**config.mk**
```make
export PLATFORM = sky130hd
export DESIGN_NAME = pmvd_drain
export DESIGN_NICKNAME = d
export VERILOG_FILES = /design/src/hdl/assert_macros.svh /design/src/hdl/pmvd_pkg.sv /design/src/hdl/pmvd_drain.sv
export SDC_FILE = /design/constraint.sdc
export NUM_CORES = 1
export LEC_CHECK = 0
export ABC_AREA = 1
export BUFFER_PORTS_ARGS = -buffer_cell sky130_fd_sc_hd__buf_4
export CAP_MARGIN = 20
export CORE_ASPECT_RATIO = 0.5
export CORE_MARGIN = 4
export CORE_UTILIZATION = 53
export DETAILED_ROUTE_END_ITERATION = 6
export MAX_ROUTING_LAYER = met4
export PLACE_DENSITY_LB_ADDON = 0.25
export SYNTH_ARGS = -nofsm -noshare
export SYNTH_HDL_FRONTEND = slang
export SYNTH_SLANG_ARGS = --single-unit
```
**constraint.sdc**
```tcl
create_clock -name i_clk -period 4.1 [get_ports i_clk]
set_clock_uncertainty 0.2 [all_clocks]
set_input_delay 0.205 -clock i_clk [delete_from_list [all_inputs] [get_ports i_clk]]
set_output_delay 0.205 -clock i_clk [all_outputs]
set_load 0.01 [all_outputs]
```
**src/hdl/assert_macros.svh**
```systemverilog
// Assertion macros used by the top level of the detector.
`ifndef ASSERT_MACROS_SVH
`define ASSERT_MACROS_SVH
`ifndef SYNTH
// Checked property, switched off while reset is asserted (active low).
`define ASSERT_RST(lbl, clk, rst_n, prop, msg) \
    lbl: assert property (@(posedge clk) disable iff (!rst_n) prop) else $error(msg);
// Checked property, active in every cycle including reset.
`define ASSERT_CLK(lbl, clk, prop, msg) \
    lbl: assert property (@(posedge clk) prop) else $error(msg);
`else
`define ASSERT_RST(lbl, clk, rst_n, prop, msg)
`define ASSERT_CLK(lbl, clk, prop, msg)
`endif
`endif

```
**src/hdl/pmvd_pkg.sv**
```systemverilog
// Types, constants and arithmetic helpers of the precoder matrix-vector detector.
`timescale 1ns / 1ps
package pmvd_pkg;

    // Fixed field widths
    localparam int SC_W    = 10;
    localparam int UIDX_W  = 2;
    localparam int ANT_W   = 4;
    localparam int DATA_W  = 16;
    localparam int COEF_W  = 32;
    localparam int PROD_W  = 32;
    localparam int PAIR_W  = 33;
    localparam int ACC_W   = 40;
    localparam int EXT_W   = ACC_W + 1;
    localparam int SHIFT_W = 5;

    localparam logic [SHIFT_W-1:0] SHIFT_RESET = 5'd14;

    // Command codes
    localparam logic CMD_WRITE  = 1'b0;
    localparam logic CMD_SAMPLE = 1'b1;

    localparam logic signed [EXT_W-1:0] SAT_MAX = 41'sd32767;
    localparam logic signed [EXT_W-1:0] SAT_MIN = -41'sd32768;

    // Side information travelling with a sample down the MAC pipeline
    typedef struct packed {
        logic            contrib;
        logic            last;
        logic [SC_W-1:0] sc;
    } t_meta;

    // Hand-over of finished sums from the MAC to the output drain
    typedef struct packed {
        logic            load;
        logic [SC_W-1:0] sc;
    } t_bank_req;

    typedef struct packed {
        logic active;
        logic bank_free;
    } t_drain_stat;

    typedef struct packed {
        logic signed [DATA_W-1:0] value;
        logic                     clip;
    } t_fin;

    // Exact 16x16 signed product
    function automatic logic signed [PROD_W-1:0] mul16(
        input logic signed [DATA_W-1:0] a,
        input logic signed [DATA_W-1:0] b
    );
        return PROD_W'(a) * PROD_W'(b);
    endfunction

    // Round half up, arithmetic shift right, saturate to 16 bits
    function automatic t_fin finish(
        input logic signed [ACC_W-1:0] acc,
        input logic [SHIFT_W-1:0]      s
    );
        logic signed [EXT_W-1:0] ext;
        logic        [EXT_W-1:0] half;
        logic signed [EXT_W-1:0] sum;
        logic signed [EXT_W-1:0] sh;
        t_fin                    f;
        ext  = EXT_W'(acc);
        half = (EXT_W'(1) << s) >> 1;
        sum  = ext + $signed(half);
        sh   = sum >>> s;
        if (sh > SAT_MAX) begin
            f.value = SAT_MAX[DATA_W-1:0];
            f.clip  = 1'b1;
        end else if (sh < SAT_MIN) begin
            f.value = SAT_MIN[DATA_W-1:0];
            f.clip  = 1'b1;
        end else begin
            f.value = sh[DATA_W-1:0];
            f.clip  = 1'b0;
        end
        return f;
    endfunction

endpackage

```
**src/hdl/pmvd_drain.sv**
```systemverilog
// Result bank and output stage: rounds, saturates and sends one user per cycle while i_stall does not hold it.
`timescale 1ns / 1ps
module pmvd_drain #(
    parameter int NUM_USERS = 4
) (
    input  logic                                      i_clk,
    input  logic                                      i_rst_n,
    input  pmvd_pkg::t_bank_req                       i_bank_req,
    input  logic [NUM_USERS-1:0][pmvd_pkg::ACC_W-1:0] i_sum_re,
    input  logic [NUM_USERS-1:0][pmvd_pkg::ACC_W-1:0] i_sum_im,
    input  logic [pmvd_pkg::SHIFT_W-1:0]              i_shift,
    input  logic                                      i_stall,
    output pmvd_pkg::t_drain_stat                     o_stat,
    output logic                                      o_valid,
    output logic [pmvd_pkg::UIDX_W-1:0]               o_out_user,
    output logic [pmvd_pkg::SC_W-1:0]                 o_out_subcarrier,
    output logic signed [pmvd_pkg::DATA_W-1:0]        o_out_real,
    output logic signed [pmvd_pkg::DATA_W-1:0]        o_out_imag,
    output logic                                      o_clipped,
    output logic                                      o_last_user
);

    localparam int USER_W = (NUM_USERS > 1) ? $clog2(NUM_USERS) : 1;
    localparam logic [USER_W-1:0] LAST_USER = USER_W'(NUM_USERS - 1);

    logic signed [pmvd_pkg::ACC_W-1:0] r_bank_re [NUM_USERS];
    logic signed [pmvd_pkg::ACC_W-1:0] r_bank_im [NUM_USERS];
    logic [pmvd_pkg::SC_W-1:0]         r_bank_sc;
    logic                              r_active;
    logic [USER_W-1:0]                 r_user;
    logic                              r_out_v;
    logic [pmvd_pkg::UIDX_W-1:0]       r_out_user;
    logic [pmvd_pkg::SC_W-1:0]         r_out_sc;
    logic signed [pmvd_pkg::DATA_W-1:0] r_out_re, r_out_im;
    logic                              r_out_clip, r_out_last;
    logic                              drain_go;
    pmvd_pkg::t_fin                    fin_re, fin_im;
    logic [31:0]                       user_ext;

    assign drain_go         = r_active && (!r_out_v || !i_stall);
    assign o_stat.active    = r_active;
    assign o_stat.bank_free = !r_active || (drain_go && (r_user == LAST_USER));

    // Result bank, loaded once per vector
    always_ff @(posedge i_clk) begin
        if (i_bank_req.load) begin
            for (int u = 0; u < NUM_USERS; u++) begin
                r_bank_re[u] <= $signed(i_sum_re[u]);
                r_bank_im[u] <= $signed(i_sum_im[u]);
            end
            r_bank_sc <= i_bank_req.sc;
        end
    end

    // User sequencer
    always_ff @(posedge i_clk) begin
        if (!i_rst_n) begin
            r_active <= 1'b0;
            r_user   <= '0;
        end else if (i_bank_req.load) begin
            r_active <= 1'b1;
            r_user   <= '0;
        end else if (drain_go) begin
            if (r_user == LAST_USER) begin
                r_active <= 1'b0;
            end
            r_user <= r_user + USER_W'(1);
        end
    end

    // Rounding and saturation of the current user
    always_comb begin
        fin_re   = pmvd_pkg::finish(r_bank_re[r_user], i_shift);
        fin_im   = pmvd_pkg::finish(r_bank_im[r_user], i_shift);
        user_ext = 32'(r_user);
    end

    // Output register
    always_ff @(posedge i_clk) begin
        if (!i_rst_n) begin
            r_out_v <= 1'b0;
        end else if (drain_go) begin
            r_out_v <= 1'b1;
        end else if (!i_stall) begin
            r_out_v <= 1'b0;
        end
    end

    always_ff @(posedge i_clk) begin
        if (drain_go) begin
            r_out_user <= user_ext[pmvd_pkg::UIDX_W-1:0];
            r_out_sc   <= r_bank_sc;
            r_out_re   <= fin_re.value;
            r_out_im   <= fin_im.value;
            r_out_clip <= fin_re.clip || fin_im.clip;
            r_out_last <= (r_user == LAST_USER);
        end
    end

    assign o_valid          = r_out_v;
    assign o_out_user       = r_out_user;
    assign o_out_subcarrier = r_out_sc;
    assign o_out_real       = r_out_re;
    assign o_out_imag       = r_out_im;
    assign o_clipped        = r_out_clip;
    assign o_last_user      = r_out_last;

endmodule

```
==> results.json, run 1 <==
{
  "synth_mux_area_frac": 0.00110,
  "ctsHtreeMaxLevel": 2,
  "place.port_buffers": 387,
  "run_status": "aborted with a tool error",
  "tritoncts_num_sinks": 382,
  "area_of_the_mapped_netlist_um2": 27200,
  "gr-usage-all-layers": 0.749,
  "synth.yosys.seq_area_share": 0.419,
  "rows": 58,
  "synth.avg_cell_area_um2": 7.24,
  "floorplan.io_pins": 388,
  "dp_hpwl_um": 93700,
  "yosys_warnings": 0,
  "die_outline_height_um": 168,
  "post-synth-top-area-cell": "edfxtp_1",
  "placedCellCount": 5276,
  "ys_ff_latch": 382,
  "synth_top_flop_cell": "edfxtp_1",
  "cts_inserted_buffers": 35,
  "synth_fp_nets": 4141,
  "post_synth_xor_area_fraction": 0.00965,
  "dpl_worst_slack_ns": -0.774,
  "stop_stage": "global routing (5_1_grt)",
  "synth_compound_area_frac": 0.0682,
  "syn_inst": 3759,
  "grt-ovfl-total": 316,
  "gp_congestion": 1.12,
  "die_width_um": 329,
  "synthDistinctLibCells": 57,
  "synth_enable_flop_cells": 376,
  "start_util": 0.539,
  "adder_cell_fraction_of_synth_area": 0.0198,
  "async_flop_share": 0,
  "cts_root_buffer": "clkbuf_16",
  "synth_top_family_by_area": "simple AND/OR/NAND/NOR gates",
  "synth_simple_gate_area_frac": 0.402,
  "grt_start_max_net_pins": 150,
  "clockBufferDepth": 3,
  "log_error": "[ERROR GRT-0232] Routing congestion too high. Check the congestion heatmap in the GUI.",
  "ys_top_cells_by_area": "edfxtp_1 41%, nand2_1 17%, nand3_1 13%",
  "netlist.area_leader.share": 0.415
}
[timing repair]
action | in CTS
pin swaps | 100
endpoints found under the setup margin | 31
gates cloned | 5
hold buffers | 334
endpoints found under the hold margin | 382
setup buffers | 20
gates resized for setup | 316
[layer usage]
| layer | track usage | overflow |
|---|---|---|
| met1 | 0.817 | 39 |
| met2 | 0.866 | 131 |
| met3 | 0.602 | 50 |
| met4 | 0.572 | 96 |
| met5 | - | - |
[stage by stage]
step           area (um2)  hold WS [ns]  setup TNS, ns
3_3_place_gp        34900         0.183         -20.36
3_5_place_dp        34900         0.184         -22.46
2_1_floorplan       27400         0.104          -1.63
4_1_cts             40900         0.121         -15.70
[kinds of logic after synthesis]
group                      after synthesis
and+or+nand+nor                       2479
buffers and inverters                  499
DFF                                    382
AOI/OAI and AO/OA                      323
adders and majority gates               43
xor gates and xnor gates                30
muxes                                    3
[synthesized netlist by cell type, types with 22 or more instances]
cell type and instances:
a21oi_1 87, buf_2 61, buf_6 22, clkbuf_1 40
edfxtp_1 376, ha_1 43, inv_1 318, nand2_1 1262
nand2_2 67, nand3_1 697, nand3_2 28, nand4_1 40
nor2_1 294, nor2_2 52, o21ai_0 129, o21ai_1 22
o22ai_1 27
==> run 2: changes to the inputs <==
- CORE_ASPECT_RATIO: 0.5 -> unset
- CORE_UTILIZATION: 53 -> 40
- MAX_ROUTING_LAYER: met4 -> unset
- PLACE_DENSITY_LB_ADDON: 0.25 -> 0.15
- clock period: 4.1 -> 5.3 ns (I/O delays scaled with it)
==> run 2 against run 1 <==
Net effect:
- the run now ends clean
- area after synthesis stayed put
- synthesized cell count stayed put
==> results.json, run 2 <==
{
  "start_util": 0.405,
  "grt_antenna_before_repair": 4,
  "total_power_uw": 8830,
  "finalSetupViolCount": 0,
  "arrival_time_worst_endpoint_ns": 5.11,
  "vias": 28700,
  "maxSlewViolCount": 0,
  "clockBufferDepth": 3,
  "area_of_the_mapped_netlist_um2": 27200,
  "run_status": "finished clean",
  "area_delta_synth_final_pct": 32.2,
  "ys_ff_latch": 382,
  "tritoncts_num_sinks": 382,
  "synth_fp_nets": 4141,
  "timing.hold.ws_ns": 0.00241,
  "synth.yosys.seq_area_share": 0.419,
  "layout_common_cells": "1262 x nand2_1, 696 x nand3_1, 465 x buf_4, 376 x edfxtp_1, 333 x dlygate4sd3_1",
  "drc": 0,
  "setup.worst_path.end_class": "flop",
  "power.internal_uw": 6120,
  "ant_nets": 0,
  "cts_inserted_buffers": 42,
  "totalWireLength_um": 108000,
  "num-nets-final": 4844,
  "max_slew_margin": 0.340,
  "rows": 95,
  "floorplan.io_pins": 388,
  "die_outline_height_um": 269,
  "ctsHtreeMaxLevel": 2,
  "synth_top_flop_cell": "edfxtp_1",
  "cts_tree": "built",
  "reg_top3": "r_bank_im: 160 flops, r_bank_re: 160 flops",
  "totalNegativeSetupSlack_ns": 0,
  "crit_fanout": 37,
  "ys_top_cells_by_area": "edfxtp_1 41%, nand2_1 17%, nand3_1 13%",
  "synthDistinctLibCells": 57,
  "non_filler_cells_final": 5371,
  "die_width_um": 269,
  "ir_drop_v": 0.000236,
  "netlist.area_leader.share": 0.415,
  "gp_congestion": 1.04,
  "vias_per_cell": 5.34,
  "power_frac_comb": 0.259,
  "cp-start-kind": "flop",
  "seq_power_share": 0.415,
  "p_sw_uw": 2700,
  "fin_crit_ns": 5.01,
  "final-hold-violation-count": 0,
  "worstSkewPairLatency_ns": 0.59,
  "grt_pass1_vias": 28000,
  "cellPowerDensity_nw_per_um2": 245,
  "post-route-period-util": 0.945,
  "yosys_warnings": 0,
  "async_flop_share": 0,
  "pwr-share-clk": 0.326,
  "cts_root_buffer": "clkbuf_16",
  "core_area_um2": 67300,
  "clock.fmax_mhz": 200,
  "grt-ovfl-total": 0,
  "initialDrtViolationCount": 2705,
  "dr_wl_cell_um": 20.1,
  "critical_path_class": "flop to flop",
  "post-synth-top-area-cell": "edfxtp_1",
  "place.port_buffers": 387,
  "drtPass1Iterations": 5,
  "final_common_cell": "nand2_1",
  "pnr_worst_setup_slack_ns": 0.290,
  "cp_data_required_time_ns": 5.40,
  "holdCritPathClass": "primary input to flop",
  "synth_most_common_cell": "nand2_1",
  "dpl_worst_slack_ns": 0.0582,
  "dp_hpwl_um": 81700,
  "ys_top_cells_by_count": "1262 x nand2_1, 697 x nand3_1, 376 x edfxtp_1, 318 x inv_1, 294 x nor2_1",
  "maxCapViolCount": 0,
  "synth_enable_flop_cells": 376,
  "timing_worst_slew_pin_value_ns": 0.989,
  "final_layout_size_suffix_gt1_frac": 0.167,
  "fp.dieArea_um2": 72300,
  "setup_repair_after_global_routing_missed_its_margin": "true",
  "syn_inst": 3759,
  "first_pass_grt_wire_length_um": 160000,
  "synth.avg_cell_area_um2": 7.24,
  "worst_setup_hold_path_clk_slew_ns": 0.06,
  "switching_share_of_power": 0.306,
  "gr-usage-all-layers": 0.289,
  "placedCellCount": 4949,
  "grt_start_max_net_pins": 117,
  "p_leak_uw": 0.0168
}
-- run 2: cell counts after synthesis --
Identical to the previous run, type by type.
-- run 2: cells by family after synthesis --
kind of cell,count (synthesis),share of synthesized area
multiplexers,3,0.00110
AO/OA/AOI/OAI,323,0.0682
adder cells (fa/ha/maj),43,0.0198
XOR/XNOR,30,0.00965
buffers and inverters,499,0.0808
AND/OR/NAND/NOR,2479,0.402
flip-flops,382,0.419
-- run 2: worst paths after layout --
path                                      from             endpoint  slack [ns]  cells after the start
worst min-delay path            i_bank_req[10]     r_bank_im[0][23]       0.002                      1
worst min register to register    r_bank_sc[2]  o_out_subcarrier[2]        0.22                      0
worst max register to register            flop        o_out_imag[1]        0.29                     27
worst max-delay path                      flop        o_out_imag[1]        0.29                     27
-- run 2: repair_timing --
item                                    in CTS  in global routing
buffers inserted                             0                  5
resized for setup                            0                 25
hold buffers                               333                  0
hold endpoints to repair                   336                  0
endpoints found under the setup margin       0                 31
-- run 2: final cells by class --
cell class / instances / area (um2)
diodes: 4 / 10.0
clock buffers: 56 / 1130
clock inverters: 20 / 191
fillers: 6381 / 31300
inverters: 343 / 1300
multi-input cells: 2879 / 13700
flip-flops and latches: 382 / 11400
well taps: 873 / 1090
repair buffers: 814 / 7160
-- run 2: power by group through the flow --
stage | Clock, uW | Sequential [uW] | Combinational, uW
2_1_floorplan | 0 | 3720 | 1210
3_3_place_gp | 0 | 3720 | 2020
3_5_place_dp | 0 | 3720 | 2010
4_1_cts | 2930 | 3660 | 2220
5_1_grt | 3060 | 3680 | 2500
6_report | 2880 | 3660 | 2280
-- run 2: layer usage --
| metal | GRT usage | share of wire | vias up |
|---|---|---|---|
| met5 | 0 | 0 | - |
| met4 | 0.114 | 0.047 | 0 |
| met3 | 0.0397 | 0.064 | 250 |
| met2 | 0.505 | 0.49 | 1093 |
| met1 | 0.364 | 0.40 | 13400 |
| li1 | - | - | 14000 |
-- run 2: critical path, stage by stage (launching register included) --
cell     delay (ns)
dfxtp_4        0.40
inv_8          0.23
buf_4          0.23
nor2_1         0.05
o22ai_1        0.18
buf_4          0.18
ha_1           0.27
a21oi_1        0.20
inv_1          0.06
nand2_1        0.07
nand2_1        0.07
a21oi_1        0.33
nand3_1        0.31
nand2_1        0.20
nand2_1        0.09
nand2_1        0.09
nand3_1        0.09
nand3_1        0.17
nand3_1        0.11
nand3_1        0.18
nand3_1        0.12
nand2_1        0.12
nand3_1        0.07
nor2_1         0.09
nand3_1        0.14
o21ai_4        0.24
buf_12         0.15
nand2_1        0.06
-- run 2: metrics by stage --
stage                     area, um2  utilization
after floorplan               27200            -
after global placement        31100        0.462
after detailed placement      31100        0.462
after CTS                     35700        0.531
after global routing          36000        0.535
final                         36000        0.535
(Power assumes the default switching activity.)
